`config.mk`:
```
export PLATFORM = sky130hd
export DESIGN_NAME = double_ended_ring_queue_unit
export DESIGN_NICKNAME = d
export VERILOG_FILES = /design/src/design/deq_pkg.sv /design/src/design/deq_ram.sv /design/src/design/double_ended_ring_queue_unit.sv
export SDC_FILE = /design/constraint.sdc
export NUM_CORES = 1
export LEC_CHECK = 0
export ABC_AREA = 0
export BUFFER_PORTS_ARGS = -buffer_cell sky130_fd_sc_hd__buf_2
export CORE_AREA = 10 10 161 163
export CTS_CLUSTER_DIAMETER = 40
export DETAILED_ROUTE_END_ITERATION = 10
export DIE_AREA = 0 0 171 173
export HOLD_SLACK_MARGIN = 0.02
export PLACE_DENSITY = 0.82
export RECOVER_POWER = 50
export REMOVE_ABC_BUFFERS = 1
export SLEW_MARGIN = 10
export SYNTH_ARGS = -nofsm -noshare
export SYNTH_HDL_FRONTEND = slang
export SYNTH_SLANG_ARGS = --single-unit
```
`constraint.sdc`:
```
create_clock -name clock -period 13 [get_ports clock]
set_clock_uncertainty 0.2 [all_clocks]
set_input_delay 2.6 -clock clock [delete_from_list [all_inputs] [get_ports clock]]
set_output_delay 2.6 -clock clock [all_outputs]
set_load 0.03 [all_outputs]
```
`src/design/deq_pkg.sv`:
```
package deq_pkg;

   // item field widths
   localparam int DATA_W   = 32;
   localparam int CMD_W    = 3;
   localparam int STATUS_W = 2;

   // default number of ring entries
   localparam int DEPTH_DEFAULT = 8;

   // stream payload widths, rounded up to whole bytes
   localparam int REQ_FIELDS_W = CMD_W + DATA_W;
   localparam int REQ_TDATA_W  = ((REQ_FIELDS_W + 7) / 8) * 8;
   localparam int RSP_FIELDS_W = DATA_W + STATUS_W + 2;
   localparam int RSP_TDATA_W  = ((RSP_FIELDS_W + 7) / 8) * 8;

   // command codes
   typedef enum logic [CMD_W-1:0] {
      CMD_PUSH_FRONT = 3'd0,
      CMD_PUSH_BACK  = 3'd1,
      CMD_POP_FRONT  = 3'd2,
      CMD_POP_BACK   = 3'd3,
      CMD_PEEK_FRONT = 3'd4,
      CMD_PEEK_BACK  = 3'd5
   } cmd_type;

   // result status codes
   typedef enum logic [STATUS_W-1:0] {
      ST_OK        = 2'd0,
      ST_OVERFLOW  = 2'd1,
      ST_UNDERFLOW = 2'd2
   } status_type;

endpackage

```
`src/design/deq_ram.sv`:
```
module deq_ram #(
   parameter int DEPTH = deq_pkg::DEPTH_DEFAULT
) (
   input  logic                          clock,
   input  logic                          wr_en,
   input  logic [$clog2(DEPTH)-1:0]      wr_addr,
   input  logic [deq_pkg::DATA_W-1:0]    wr_data,
   input  logic                          rd_en,
   input  logic [$clog2(DEPTH)-1:0]      rd_addr,
   output logic [deq_pkg::DATA_W-1:0]    rd_data
);
   import deq_pkg::*;

   logic [DATA_W-1:0] mem_ff [DEPTH];
   logic [DATA_W-1:0] rd_data_ff;

   // write port
   always_ff @(posedge clock) begin
      if (wr_en) begin
         mem_ff[wr_addr] <= wr_data;
      end
   end

   // registered read port, holds its data between reads
   always_ff @(posedge clock) begin
      if (rd_en) begin
         rd_data_ff <= mem_ff[rd_addr];
      end
   end

   assign rd_data = rd_data_ff;

endmodule

```
`src/design/double_ended_ring_queue_unit.sv`:
```
// channel  | direction | tdata fields (low bit first)                 | transfer when
// ---------+-----------+-----------------------------------------------+-----------------------
// req_     | in        | command[2:0], push_value[34:3], zero pad      | req_tvalid & req_tready
// rsp_     | out       | peek_value[31:0], status[33:32], empty[34],   | rsp_tvalid & rsp_tready
//          |           | full[35], zero pad                            |
//
// One command is taken per cycle while req_tready is high; its result passes through the
// read stage and then the output register. Pointers and occupancy update in the transfer
// cycle, and a peek reads the ring memory then; the memory read is registered.
// reset (synchronous) empties the queue; ring entries are not cleared.
// A stalled result holds one command in the read stage, after which req_tready drops.
module double_ended_ring_queue_unit #(
   parameter int DEPTH = deq_pkg::DEPTH_DEFAULT
) (
   input  logic                              clock,
   input  logic                              reset,
   // command transfer
   input  logic                              req_tvalid,
   output logic                              req_tready,
   input  logic [deq_pkg::REQ_TDATA_W-1:0]   req_tdata,  // command, push_value
   // result transfer
   output logic                              rsp_tvalid,
   input  logic                              rsp_tready,
   output logic [deq_pkg::RSP_TDATA_W-1:0]   rsp_tdata   // peek_value, status, empty, full
);
   import deq_pkg::*;

   localparam int IDX_W = $clog2(DEPTH);
   localparam int OCC_W = $clog2(DEPTH + 1);
   localparam logic [IDX_W-1:0] LAST_SLOT  = IDX_W'(DEPTH - 1);
   localparam logic [OCC_W-1:0] FULL_COUNT = OCC_W'(DEPTH);
   localparam logic [OCC_W-1:0] ONE_COUNT  = OCC_W'(1);

   function automatic logic [IDX_W-1:0] slot_next(input logic [IDX_W-1:0] i);
      return (i == LAST_SLOT) ? '0 : i + IDX_W'(1);
   endfunction

   function automatic logic [IDX_W-1:0] slot_prev(input logic [IDX_W-1:0] i);
      return (i == '0) ? LAST_SLOT : i - IDX_W'(1);
   endfunction

   // request fields
   cmd_type             cmd;
   logic [DATA_W-1:0]   push_value;

   // pointer state
   logic [IDX_W-1:0]    head_ff, head_in;
   logic [IDX_W-1:0]    tail_ff, tail_in;
   logic [OCC_W-1:0]    occ_ff, occ_in;

   // memory access
   logic                wr_en;
   logic [IDX_W-1:0]    wr_addr;
   logic                rd_en;
   logic [IDX_W-1:0]    rd_addr;
   logic [DATA_W-1:0]   rd_data;

   // per-command results
   status_type          status_now;
   logic                peek_ok_now;

   // read stage
   logic                s1_valid_ff, s1_valid_in;
   logic                s1_peek_ok_ff;
   status_type          s1_status_ff;
   logic                s1_empty_ff;
   logic                s1_full_ff;
   logic                s1_move;

   // output register
   logic                rsp_valid_ff, rsp_valid_in;
   logic [DATA_W-1:0]   rsp_peek_ff;
   status_type          rsp_status_ff;
   logic                rsp_empty_ff;
   logic                rsp_full_ff;

   logic                req_fire;

   assign cmd        = cmd_type'(req_tdata[CMD_W-1:0]);
   assign push_value = req_tdata[CMD_W +: DATA_W];

   // handshake
   assign s1_move    = s1_valid_ff && (!rsp_valid_ff || rsp_tready);
   assign req_tready = !s1_valid_ff || s1_move;
   assign req_fire   = req_tvalid && req_tready;

   // command decode and pointer update
   always_comb begin
      head_in     = head_ff;
      tail_in     = tail_ff;
      occ_in      = occ_ff;
      wr_en       = 1'b0;
      wr_addr     = head_ff;
      rd_en       = 1'b0;
      rd_addr     = head_ff;
      status_now  = ST_OK;
      peek_ok_now = 1'b0;
      unique case (cmd) inside
         CMD_PUSH_FRONT, CMD_PUSH_BACK: begin
            if (occ_ff == FULL_COUNT) begin
               status_now = ST_OVERFLOW;
            end else begin
               if (occ_ff == '0) begin
                  head_in = '0;
                  tail_in = '0;
                  wr_addr = '0;
               end else if (cmd == CMD_PUSH_FRONT) begin
                  head_in = slot_prev(head_ff);
                  wr_addr = head_in;
               end else begin
                  tail_in = slot_next(tail_ff);
                  wr_addr = tail_in;
               end
               wr_en  = req_fire;
               occ_in = occ_ff + ONE_COUNT;
            end
         end
         CMD_POP_FRONT, CMD_POP_BACK: begin
            if (occ_ff == '0) begin
               status_now = ST_UNDERFLOW;
            end else begin
               occ_in = occ_ff - ONE_COUNT;
               if (occ_ff == ONE_COUNT) begin
                  head_in = '0;
                  tail_in = '0;
               end else if (cmd == CMD_POP_FRONT) begin
                  head_in = slot_next(head_ff);
               end else begin
                  tail_in = slot_prev(tail_ff);
               end
            end
         end
         CMD_PEEK_FRONT, CMD_PEEK_BACK: begin
            if (occ_ff == '0) begin
               status_now = ST_UNDERFLOW;
            end else begin
               peek_ok_now = 1'b1;
               rd_en       = req_fire;
               rd_addr     = (cmd == CMD_PEEK_FRONT) ? head_ff : tail_ff;
            end
         end
         default: begin
            // unused codes change nothing
         end
      endcase
   end

   // pointer registers
   always_ff @(posedge clock) begin
      if (reset) begin
         head_ff <= '0;
         tail_ff <= '0;
         occ_ff  <= '0;
      end else if (req_fire) begin
         head_ff <= head_in;
         tail_ff <= tail_in;
         occ_ff  <= occ_in;
      end
   end

   // ring memory
   deq_ram #(
      .DEPTH (DEPTH)
   ) u_ram (
      .clock   (clock),
      .wr_en   (wr_en),
      .wr_addr (wr_addr),
      .wr_data (push_value),
      .rd_en   (rd_en),
      .rd_addr (rd_addr),
      .rd_data (rd_data)
   );

   // read stage control
   always_comb begin
      if (req_fire) begin
         s1_valid_in = 1'b1;
      end else if (s1_move) begin
         s1_valid_in = 1'b0;
      end else begin
         s1_valid_in = s1_valid_ff;
      end
   end

   always_ff @(posedge clock) begin
      if (reset) begin
         s1_valid_ff <= 1'b0;
      end else begin
         s1_valid_ff <= s1_valid_in;
      end
   end

   // read stage payload
   always_ff @(posedge clock) begin
      if (req_fire) begin
         s1_peek_ok_ff <= peek_ok_now;
         s1_status_ff  <= status_now;
         s1_empty_ff   <= (occ_in == '0);
         s1_full_ff    <= (occ_in == FULL_COUNT);
      end
   end

   // output register control
   always_comb begin
      if (s1_move) begin
         rsp_valid_in = 1'b1;
      end else if (rsp_tready) begin
         rsp_valid_in = 1'b0;
      end else begin
         rsp_valid_in = rsp_valid_ff;
      end
   end

   always_ff @(posedge clock) begin
      if (reset) begin
         rsp_valid_ff <= 1'b0;
      end else begin
         rsp_valid_ff <= rsp_valid_in;
      end
   end

   // output register payload
   always_ff @(posedge clock) begin
      if (s1_move) begin
         rsp_peek_ff   <= s1_peek_ok_ff ? rd_data : '0;
         rsp_status_ff <= s1_status_ff;
         rsp_empty_ff  <= s1_empty_ff;
         rsp_full_ff   <= s1_full_ff;
      end
   end

   assign rsp_tvalid = rsp_valid_ff;
   assign rsp_tdata  = {{(RSP_TDATA_W - RSP_FIELDS_W){1'b0}},
                        rsp_full_ff, rsp_empty_ff, rsp_status_ff, rsp_peek_ff};

   // checks
   assert property (@(posedge clock) disable iff (reset)
      occ_ff <= FULL_COUNT)
      else $error("occupancy above depth");

   assert property (@(posedge clock) disable iff (reset)
      (occ_ff == '0) |-> (head_ff == '0 && tail_ff == '0))
      else $error("pointers not parked on empty queue");

   assert property (@(posedge clock) disable iff (reset)
      rsp_valid_ff |-> !(rsp_empty_ff && rsp_full_ff))
      else $error("empty and full reported together");

   assert property (@(posedge clock) disable iff (reset)
      (rsp_valid_ff && rsp_status_ff == ST_OVERFLOW) |-> rsp_full_ff)
      else $error("overflow without full queue");

   assert property (@(posedge clock) disable iff (reset)
      (rsp_valid_ff && rsp_status_ff == ST_UNDERFLOW) |-> (rsp_empty_ff && rsp_peek_ff == '0))
      else $error("underflow without empty queue");

endmodule

```
==> flow_metrics.env, run 1 <==
export IMPL_fin_crit_ps=6250
export IMPL_detail_route_wl_per_cell_um=24.3
export IMPL_drt_iter0_drc=1274
export IMPL_arrival_ps=6400
export IMPL_crit_family="simple AND/OR/NAND/NOR gates"
export IMPL_peakVddDrop_v=0.000122
export IMPL_io_pins=86
export IMPL_synth_top_family_by_area="compound AO/OA/AOI/OAI gates"
export IMPL_max_slew_margin_pct=-52.8
export IMPL_numClockSinks=341
export IMPL_min_to="rsp_full_ff"
export IMPL_critPathCaptureType="flip-flop"
export IMPL_fillers=1429
export IMPL_hp_class="reg -> reg"
export IMPL_p_per_area_nw_per_um2=149
export IMPL_synth_compound_area_share_pct=19.4
export IMPL_setup_viol=0
export IMPL_final_cells=1376
export IMPL_grt_pass1_wl_um=51600
export IMPL_synth_fa_ha_area_share_pct=0.946
export IMPL_rr_endpoint="u_ram.rd_data[15]"
export IMPL_die_h_um=173
export IMPL_cp_slowest_stage_delay_ps=850
export IMPL_globalRouteOverflowTotal=0
export IMPL_synth_edff_count=329
export IMPL_first_global_vias=9292
export IMPL_gp_congestion=0.856
export IMPL_finalNetCount=1118
export IMPL_die_area_um2=29600
export IMPL_path_class="in -> reg"
export IMPL_die_x_um=171
export IMPL_timing_setup_tns_ps=0
export IMPL_syn_inst=1021
export IMPL_ys_top_cells_by_area="edfxtp_1, o21ai_0, a21o_1, a22o_1, a311oi_1"
export IMPL_critical_path_required_ps=13150
export IMPL_dp_hpwl_um=16800
export IMPL_violations="max-capacitance violations, max-slew violations"
export IMPL_antenna_found_initial=2
export IMPL_clk_path_buf_depth=3
export IMPL_num_vias=9417
export IMPL_route_detailed_drc=0
export IMPL_final_layout_size_suffix_gt1_share_pct=12.0
export IMPL_synthMuxAreaShare_pct=0.568
export IMPL_reg2reg_from="occ_ff[1]"
export IMPL_routed_wl_um=33500
export IMPL_hold_violations=0
export IMPL_clk_latency_ps=540
export IMPL_synth_simple_area_share_pct=5.62
export IMPL_io_buffers=76
export IMPL_synth_area_per_cell_um2=14.2
export IMPL_numCtsBuffers=38
export IMPL_critPathMaxFanout=39
export IMPL_finalMaxSlewViolations=37
export IMPL_synth_top_cells_by_count="edfxtp_1, o21ai_0, a21o_1"
export IMPL_postCtsHoldBufs=0
export IMPL_worst_setup_path_start_kind="input port"
export IMPL_status="complete, but fails checks"
export IMPL_place_ws_ps=6560
export IMPL_finalWorstSetupSlack_ps=6750
export IMPL_p_leak_nw=5.38
export IMPL_ys_seq_area_share_pct=69.6
export IMPL_rr_worst_depth=8
export IMPL_cp_num_buf_inv=2
export IMPL_start_util_pct=64.4
export IMPL_cp_cell_sequence="clkbuf_1 > and3b_1 > nand3_2 > nand2_2 > buf_4 > a31oi_1 > a22oi_1"
export IMPL_worst_pin_slew_ps=2290
export IMPL_rsz0062_at_grt="no"
export IMPL_rows=55
export IMPL_maxCapViolations=1
export IMPL_syn_to_final_growth_pct=11.3
export IMPL_grt_max_degree=96
export IMPL_post_cts_buffers=0
export IMPL_min_delay_start="s1_full_ff"
export IMPL_finish_utilization_pct=71.7
export IMPL_cts_tree="yes"
export IMPL_async_flop_share_pct=0
export IMPL_yosys_area_top_type="edfxtp_1"
export IMPL_clkTransAtPathRegs_ps=60
export IMPL_netlist_area_leader_share_pct=67.9
export IMPL_avgViaCountPerCell=6.84
export IMPL_synth_xor_area_share_pct=0.120
export IMPL_syn_area_um2=14500
export IMPL_ys_seq_elements=341
export IMPL_r2r_slack_ps=8580
export IMPL_core_area_um2=22600
export IMPL_grt_total_usage_pct=21.9
export IMPL_placed_cells=1308
export IMPL_cts_resized=0
export IMPL_min_path_cells=0
export IMPL_synth_distinct_cells=59
export IMPL_drt_first_pass_iters=5
export IMPL_ys_warnings_count=0
export IMPL_cp_slowest_cell="nand3_2"
export IMPL_ant_nets=0
export IMPL_fmaxAchievable_mhz=160
export IMPL_yosys_most_used_dff="edfxtp_1"
export IMPL_synth_most_common_cell="edfxtp_1"
export IMPL_cts_root_buf="clkbuf_16"
export IMPL_h_tree_depth=2
export IMPL_finalCritPeriodShare_pct=48.1
-- worst max-delay path by stage --
stage	slack [ps]	startpoint	cells after the start	endpoint
2_1_floorplan	4900	req_tdata[1]	5	u_ram.rd_data[0]
3_3_place_gp	6660	req_tdata[2]	7	u_ram.rd_data[13]
3_5_place_dp	6560	req_tdata[2]	7	u_ram.rd_data[15]
4_1_cts	6970	rsp_tready	4	req_tready
5_1_grt	6580	req_tdata[1]	7	u_ram.rd_data[31]
6_report	6750	req_tdata[1]	7	u_ram.rd_data[15]
-- state kept, by name, summed over array words and instances, names as in the netlist --
register	count
s1_status_ff	2
rsp_empty_ff	1
rsp_tvalid	1
occ_ff	4
head_ff	3
s1_empty_ff	1
rsp_full_ff	1
s1_valid_ff	1
rsp_status_ff	2
s1_full_ff	1
u_ram.rd_data	32
s1_peek_ok_ff	1
u_ram.mem_ff	256
rsp_peek_ff	32
tail_ff	3
-- cells in the final DEF, fill, tap and decap left out, types with 3 or more instances in the layout --
cell type	synthesis	final
a211oi_1	3	3
a21o_1	66	65
a21oi_1	12	12
a22o_1	32	32
a22oi_1	32	32
a311oi_1	31	31
a31oi_1	32	32
a32oi_1	31	31
and2_0	0	22
and2_1	36	14
buf_2	37	32
buf_4	9	19
clkbuf_1	47	54
clkbuf_16	0	39
clkinv_1	0	5
clkinv_2	0	4
clkinvlp_4	0	4
conb_1	1	4
dfxtp_1	12	12
edfxtp_1	329	329
ha_1	11	11
inv_1	15	15
mux2i_1	6	6
nand2_1	14	13
nand2b_1	5	5
nand3_1	33	33
nand3b_1	5	5
nor2_1	25	21
nor2_4	0	4
nor2b_1	3	3
nor3_1	10	4
nor3_2	1	6
o211ai_1	3	3
o21ai_0	102	102
o21bai_1	33	33
-- logic make-up (layout without fill, tap and decap cells) --
kind of cell	count (synthesis)	in the layout
AOI/OAI and AO/OA	398	398
xor gates and xnor gates	2	2
adders and majority gates	11	11
buffers and inverters	113	179
DFF	341	341
muxes	8	8
other	1	5
and+or+nand+nor	147	147
-- stage by stage --
step	hold slack, ps	power (W)	cell area, µm²
global placement	200	0.00143	15100
finish	224	0.00241	16200
detailed placement	212	0.00143	15100
floorplan	200	0.00137	14100
CTS	226	0.00242	16200
global route	234	0.00249	16200
-- cell type report --
type / instances / area, µm² / share of cell area [%]
antenna: 1 / 2.50 / 0.0155
sequential: 341 / 10100 / 62.5
tap: 285 / 357 / 2.20
inverter: 15 / 56.3 / 0.348
timing repair buffer: 97 / 475 / 2.94
clock inverter: 20 / 166 / 1.03
multi-input combinational: 570 / 4010 / 24.7
clock buffer: 47 / 1010 / 6.21
-- report_power, final --
part / internal, W / total, W / switching (W) / leakage [nW]
logic: 0.0000593 / 0.000177 / 0.000117 / 1.73
registers: 0.00123 / 0.00123 / 0.00000779 / 3.09
clock network: 0.000575 / 0.000999 / 0.000424 / 0.559
total: 0.00186 / 0.00241 / 0.000549 / 5.38
-- worst register-to-register path: cells and delay by family (launching register included) --
family	cells	cell delay, ps
adder cells (fa/ha/maj)	1	330
buffers and inverters	2	670
AO/OA/AOI/OAI	2	450
AND/OR/NAND/NOR	3	2120
flip-flops	1	470
-- metal layers --
layer / vias to the layer above / wire length, µm / track usage, %
li1: 4156 / - / -
met1: 4621 / 12900 / 28.6
met2: 555 / 16200 / 35.5
met3: 83 / 3420 / 4.74
met4: 2 / 937 / 7.76
met5: - / 13 / 0
(Power assumes the default switching activity.)
==> inputs of run 2 (changes only) <==
--- a/config.mk
+++ b/config.mk
@@ -5,14 +5,14 @@
 export SDC_FILE = /design/constraint.sdc
 export NUM_CORES = 1
 export LEC_CHECK = 0
-export ABC_AREA = 0
+export ABC_AREA = 1
 export BUFFER_PORTS_ARGS = -buffer_cell sky130_fd_sc_hd__buf_2
-export CORE_AREA = 10 10 161 163
+export CORE_AREA = 10 10 178 180
 export CTS_CLUSTER_DIAMETER = 40
 export DETAILED_ROUTE_END_ITERATION = 10
-export DIE_AREA = 0 0 171 173
+export DIE_AREA = 0 0 188 190
 export HOLD_SLACK_MARGIN = 0.02
-export PLACE_DENSITY = 0.82
+export PLACE_DENSITY = 0.74
 export RECOVER_POWER = 50
 export REMOVE_ABC_BUFFERS = 1
 export SLEW_MARGIN = 10
==> constraint.sdc (replaced) <==
create_clock -name clock -period 5.6 [get_ports clock]
set_clock_uncertainty 0.2 [all_clocks]
set_input_delay 1.12 -clock clock [delete_from_list [all_inputs] [get_ports clock]]
set_output_delay 1.12 -clock clock [all_outputs]
set_load 0.03 [all_outputs]
==> flow_metrics.env, run 2 <==
export IMPL_routed_wl_um=35200
export IMPL_post_cts_buffers=0
export IMPL_ant_nets=0
export IMPL_ys_seq_area_share_pct=66.5
export IMPL_largest_reg_flops=256
export IMPL_die_h_um=190
export IMPL_max_slew_margin_pct=-50.8
export IMPL_rsz0062_at_grt="no"
export IMPL_path_class="in -> reg"
export IMPL_num_vias=10400
export IMPL_grt_max_degree=97
export IMPL_grtUsageMet3_pct=3.52
export IMPL_maxCapViolations=1
export IMPL_syn_inst=1481
export IMPL_globalRouteOverflowTotal=0
export IMPL_final_cells=1972
export IMPL_dp_hpwl_um=19200
export IMPL_top_usage_layer="met2"
export IMPL_n_antenna_cell=0
export IMPL_die_area_um2=35700
export IMPL_clkTransAtPathRegs_ps=60
export IMPL_critical_path_required_ps=5690
export IMPL_synth_distinct_cells=29
export IMPL_worst_pin_slew_ps=2260
export IMPL_finalNetCount=1613
export IMPL_syn_area_um2=15200
export IMPL_switching_share_pct=24.8
export IMPL_placed_area_um2=15900
export IMPL_drt_first_pass_iters=5
export IMPL_violations="max-capacitance violations, max-slew violations"
export IMPL_yosys_most_used_dff="edfxtp_1"
export IMPL_layout_commonest_cell="nand2_1"
export IMPL_avgViaCountPerCell=5.26
export IMPL_placed_cells=1896
export IMPL_ys_warnings_count=0
export IMPL_clk_path_buf_depth=3
export IMPL_fmaxAchievable_mhz=260
export IMPL_synth_most_common_cell="nand2_1"
export IMPL_mostFrequentLayoutCells="nand2_1, inv_1, edfxtp_1, nand3_1, clkbuf_16"
export IMPL_numClockSinks=341
export IMPL_rows=62
export IMPL_place_ws_ps=1520
export IMPL_cts_resized=0
export IMPL_arrival_ps=3930
export IMPL_start_util_pct=53.9
export IMPL_h_tree_depth=2
export IMPL_grt_util_met1_pct=23.9
export IMPL_setup_viol=0
export IMPL_p_leak_nw=7.70
export IMPL_synth_top_cells_by_count="nand2_1, edfxtp_1, inv_1"
export IMPL_yosys_area_top_type="edfxtp_1"
export IMPL_finalCritPeriodShare_pct=68.6
export IMPL_design_area_um2=17300
export IMPL_critPathMaxFanout=41
export IMPL_intPower_w=0.00462
export IMPL_top_register="u_ram.mem_ff"
export IMPL_netlist_area_leader_share_pct=65.0
export IMPL_rr_endpoint="u_ram.rd_data[27]"
export IMPL_finalMaxSlewViolations=37
export IMPL_first_global_vias=10300
export IMPL_async_flop_share_pct=0
export IMPL_syn_to_final_growth_pct=13.5
export IMPL_peakVddDrop_v=0.000279
export IMPL_critPathCaptureType="flip-flop"
export IMPL_worst_setup_path_start_kind="input port"
export IMPL_core_area_um2=28200
export IMPL_use_met2_pct=33.2
export IMPL_io_buffers=76
export IMPL_grt_pass1_wl_um=55100
export IMPL_antenna_found_initial=0
export IMPL_numCtsBuffers=44
export IMPL_io_pins=86
export IMPL_rr_worst_depth=11
export IMPL_status="complete, but fails checks"
export IMPL_min_to="rsp_full_ff"
export IMPL_ys_seq_elements=341
export IMPL_synth_edff_count=329
export IMPL_hp_class="reg -> reg"
export IMPL_route_detailed_drc=0
export IMPL_min_path_cells=0
export IMPL_reg2reg_from="occ_ff[0]"
export IMPL_clkPwrFrac_pct=43.8
export IMPL_p_per_area_nw_per_um2=356
export IMPL_timing_setup_tns_ps=0
export IMPL_finalWorstSetupSlack_ps=1760
export IMPL_die_x_um=188
export IMPL_p_sw_w=0.00152
export IMPL_grt_total_usage_pct=19.3
export IMPL_p_comb_share_pct=9.2
export IMPL_detail_route_wl_per_cell_um=17.9
export IMPL_drt_iter0_drc=1013
export IMPL_synth_area_per_cell_um2=10.3
export IMPL_cts_root_buf="clkbuf_16"
export IMPL_gp_congestion=0.810
export IMPL_fin_crit_ps=3840
export IMPL_min_delay_start="s1_full_ff"
export IMPL_hold_violations=0
export IMPL_cts_tree="yes"
export IMPL_seq_power_share_pct=47.1
export IMPL_clk_latency_ps=530
export IMPL_final_layout_size_suffix_gt1_share_pct=9.89
export IMPL_ys_top_cells_by_area="edfxtp_1, nand3_1, nand2_1, inv_1, dfxtp_1"
export IMPL_r2r_slack_ps=1860
export IMPL_power_w=0.00614
export IMPL_postCtsHoldBufs=0
## run 2: cell count changes after synthesis, sizes merged, moves of 32 or more
cell / previous run / this run
a21o: 66 / 0
a22o: 32 / 0
a22oi: 32 / 0
a31oi: 32 / 0
and2: 36 / 0
clkbuf: 47 / 15
inv: 15 / 330
nand2: 14 / 342
nand3: 35 / 298
o21ai: 104 / 25
o21bai: 33 / 0
## run 2: final cells by class
type	count	area (µm²)
Fill cell	2245	11000
Multi-Input combinational cell	741	3500
Sequential cell	341	10100
Inverter	330	1240
Timing Repair Buffer	100	520
Clock inverter	29	287
Clock buffer	47	1110
Tap cell	384	480
## run 2: worst max-delay path by stage
stage / end / from / slack (ps) / depth (start not counted)
after floorplan: u_ram.rd_data[0] / rsp_tready / 1000 / 4
after global placement: u_ram.rd_data[18] / req_tdata[2] / 1560 / 11
after detailed placement: u_ram.rd_data[23] / req_tdata[2] / 1520 / 11
after CTS: u_ram.rd_data[29] / occ_ff[0] / 2060 / 11
after global routing: u_ram.rd_data[12] / req_tdata[2] / 1610 / 11
final: u_ram.rd_data[27] / req_tdata[2] / 1760 / 11
## run 2: power by group through the flow
stage	registers, W	logic [W]	clock network [W]
floorplan	0.00297	0.000327	0
global route	0.00289	0.000628	0.00282
finish	0.00289	0.000562	0.00269
CTS	0.00289	0.000566	0.00271
detailed placement	0.00294	0.000562	0
global placement	0.00294	0.000547	0
## run 2: critical path: stages
cell      delay [ps]
clkbuf_1         280
inv_1            230
nor2_8           210
nand3_2          850
nand2_1          300
buf_4            470
nand2_1          130
nand3_1          100
nand2_1           80
nand2_1           70
nand2_1           60
## run 2: kinds of logic (layout without fill, tap and decap cells)
family / Yosys count / after routing / synth area share (%)
simple gates: 682 / 682 / 19.8
buf+inv: 402 / 506 / 11.0
flops: 341 / 341 / 66.5
xor+xnor: 3 / 3 / 0.173
other cells: 1 / 4 / 0.0247
compound gates: 41 / 41 / 1.58
fa+ha+maj: 11 / 11 / 0.905
## run 2: per-layer routing
metal | routed length (µm) | share of wire [%]
met2 | 17500 | 50
met5 | 0 | 0
met1 | 13900 | 39
met3 | 2950 | 8.4
met4 | 912 | 2.6
## run 2: per-stage QoR
| stage | util, % | hold WS [ps] |
|---|---|---|
| after global routing | 61.1 | 221 |
| after global placement | 56.4 | 205 |
| after floorplan | - | 200 |
| after detailed placement | 56.4 | 206 |
| final | 61.1 | 217 |
| after CTS | 61.3 | 216 |
==> inputs of run 3 (changes only) <==
--- a/config.mk
+++ b/config.mk
@@ -7,12 +7,12 @@
 export LEC_CHECK = 0
 export ABC_AREA = 1
 export BUFFER_PORTS_ARGS = -buffer_cell sky130_fd_sc_hd__buf_2
-export CORE_AREA = 10 10 178 180
+export CORE_AREA = 10 10 169 171
 export CTS_CLUSTER_DIAMETER = 40
 export DETAILED_ROUTE_END_ITERATION = 10
-export DIE_AREA = 0 0 188 190
+export DIE_AREA = 0 0 179 181
 export HOLD_SLACK_MARGIN = 0.02
-export PLACE_DENSITY = 0.74
+export PLACE_DENSITY = 0.78
 export RECOVER_POWER = 50
 export REMOVE_ABC_BUFFERS = 1
 export SLEW_MARGIN = 10
==> constraint.sdc (replaced) <==
create_clock -name clock -period 3.8 [get_ports clock]
set_clock_uncertainty 0.2 [all_clocks]
set_input_delay 0.76 -clock clock [delete_from_list [all_inputs] [get_ports clock]]
set_output_delay 0.76 -clock clock [all_outputs]
set_load 0.03 [all_outputs]
==> flow_metrics.env, run 3 (same netlist as run 2, synthesis figures left out) <==
export IMPL_min_path_cells=0
export IMPL_design_area_um2=17200
export IMPL_critPathMaxFanout=13
export IMPL_post_cts_buffers=0
export IMPL_grt_total_usage_pct=21.5
export IMPL_largest_reg_flops=256
export IMPL_reg2reg_from="tail_ff[0]"
export IMPL_status="complete, but fails checks"
export IMPL_path_class="reg -> reg"
export IMPL_setup_worst_path_start="tail_ff[0]"
export IMPL_routed_wl_um=34800
export IMPL_grt_max_degree=97
export IMPL_hold_slack_ps=211
export IMPL_maxCapViolations=1
export IMPL_num_vias=10400
export IMPL_min_delay_start="s1_status_ff[1]"
export IMPL_fillers=1804
export IMPL_final_cells=1926
export IMPL_cts_tree="yes"
export IMPL_hold_violations=0
export IMPL_die_h_um=181
export IMPL_start_util_pct=60.7
export IMPL_first_global_vias=10600
export IMPL_max_slew_margin_pct=-14.0
export IMPL_p_per_area_nw_per_um2=510
export IMPL_globalRouteOverflowTotal=0
export IMPL_gp_congestion=0.929
export IMPL_arrival_ps=3310
export IMPL_avgViaCountPerCell=5.39
export IMPL_hp_class="reg -> reg"
export IMPL_layout_commonest_cell="nand2_1"
export IMPL_peakVddDrop_v=0.000390
export IMPL_grt_pass1_wl_um=55100
export IMPL_setup_viol=0
export IMPL_antenna_found_initial=2
export IMPL_p_leak_nw=7.69
export IMPL_route_detailed_drc=0
export IMPL_violations="max-capacitance violations, max-slew violations"
export IMPL_worst_setup_path_start_kind="flip-flop"
export IMPL_mostFrequentLayoutCells="nand2_1, edfxtp_1, inv_1, nand3_1, clkbuf_1"
export IMPL_clk_path_buf_depth=3
export IMPL_finalNetCount=1619
export IMPL_io_pins=86
export IMPL_die_x_um=179
export IMPL_syn_to_final_growth_pct=13.4
export IMPL_top_register="u_ram.mem_ff"
export IMPL_clk_latency_ps=540
export IMPL_placed_area_um2=16000
export IMPL_rows=58
export IMPL_clkTransAtPathRegs_ps=60
export IMPL_power_w=0.00880
export IMPL_critical_path_required_ps=3880
export IMPL_finalCritPeriodShare_pct=85.0
export IMPL_worst_pin_slew_ps=1710
export IMPL_ant_nets=0
export IMPL_core_area_um2=25000
export IMPL_numClockSinks=341
export IMPL_postCtsHoldBufs=0
export IMPL_fin_crit_ps=3230
export IMPL_drt_first_pass_iters=6
export IMPL_detail_route_wl_per_cell_um=18.1
export IMPL_finalMaxSlewViolations=28
export IMPL_cts_resized=0
export IMPL_rsz0062_at_grt="no"
export IMPL_drt_iter0_drc=1012
export IMPL_placed_cells=1851
export IMPL_critPathCaptureType="flip-flop"
export IMPL_h_tree_depth=2
export IMPL_fmaxAchievable_mhz=310
export IMPL_final_layout_size_suffix_gt1_share_pct=9.54
export IMPL_rr_worst_depth=8
export IMPL_io_buffers=76
export IMPL_cts_root_buf="clkbuf_16"
export IMPL_dp_hpwl_um=19500
export IMPL_die_area_um2=32400
export IMPL_numCtsBuffers=41
[run 3: path summary, 6_finish.rpt]
path | slack (ps) | endpoint
setup reg to reg | 570 | u_ram.mem_ff[4][23]
hold / removal | 210 | rsp_status_ff[1]
hold reg to reg | 210 | rsp_status_ff[1]
setup / recovery | 570 | u_ram.mem_ff[4][23]
[run 3: metal layers]
| metal | GRT usage, % | vias up | share of wire [%] |
|---|---|---|---|
| met5 | 0 | - | 0 |
| met4 | 8.50 | 0 | 3.1 |
| met3 | 4.40 | 95 | 9.2 |
| met2 | 36.8 | 506 | 50 |
| met1 | 26.0 | 4843 | 37 |
| li1 | - | 4935 | - |
[run 3: area by class of cell]
type                       instances  area [µm²]  area share [%]
antenna                            2        5.00          0.0290
sequential                       341       10100            58.7
clock inverter                    24         218            1.26
clock buffer                      49        1080            6.25
timing repair buffer             109         676            3.92
inverter                         330        1240            7.18
multi-input combinational        741        3490            20.3
tap                              330         413            2.39
[run 3: power by group]
group | internal (W) | total, W | switching, W | leakage, nW
combinational | 0.000235 | 0.000853 | 0.000617 | 3.98
sequential | 0.00422 | 0.00425 | 0.0000292 | 3.09
clock | 0.00218 | 0.00369 | 0.00151 | 0.624
total | 0.00664 | 0.00880 | 0.00215 | 7.69
[run 3: worst max-delay path, cell delays in order (launching register included)]
cell and delay [ps]:
dfxtp_1 350, ha_1 230, ha_1 180, or2_2 300, nand2_1 70, o21ai_0 100
o21ai_0 960, nor2_4 330, buf_12 270
[run 3: metrics by stage]
stage	TNS, ps	util [%]	worst slack, ps
finish	0	68.9	570
global route	0	68.8	455
CTS	0	69.2	616
detailed placement	0	64.0	438
global placement	0	64.0	463
floorplan	-21010	-	-438
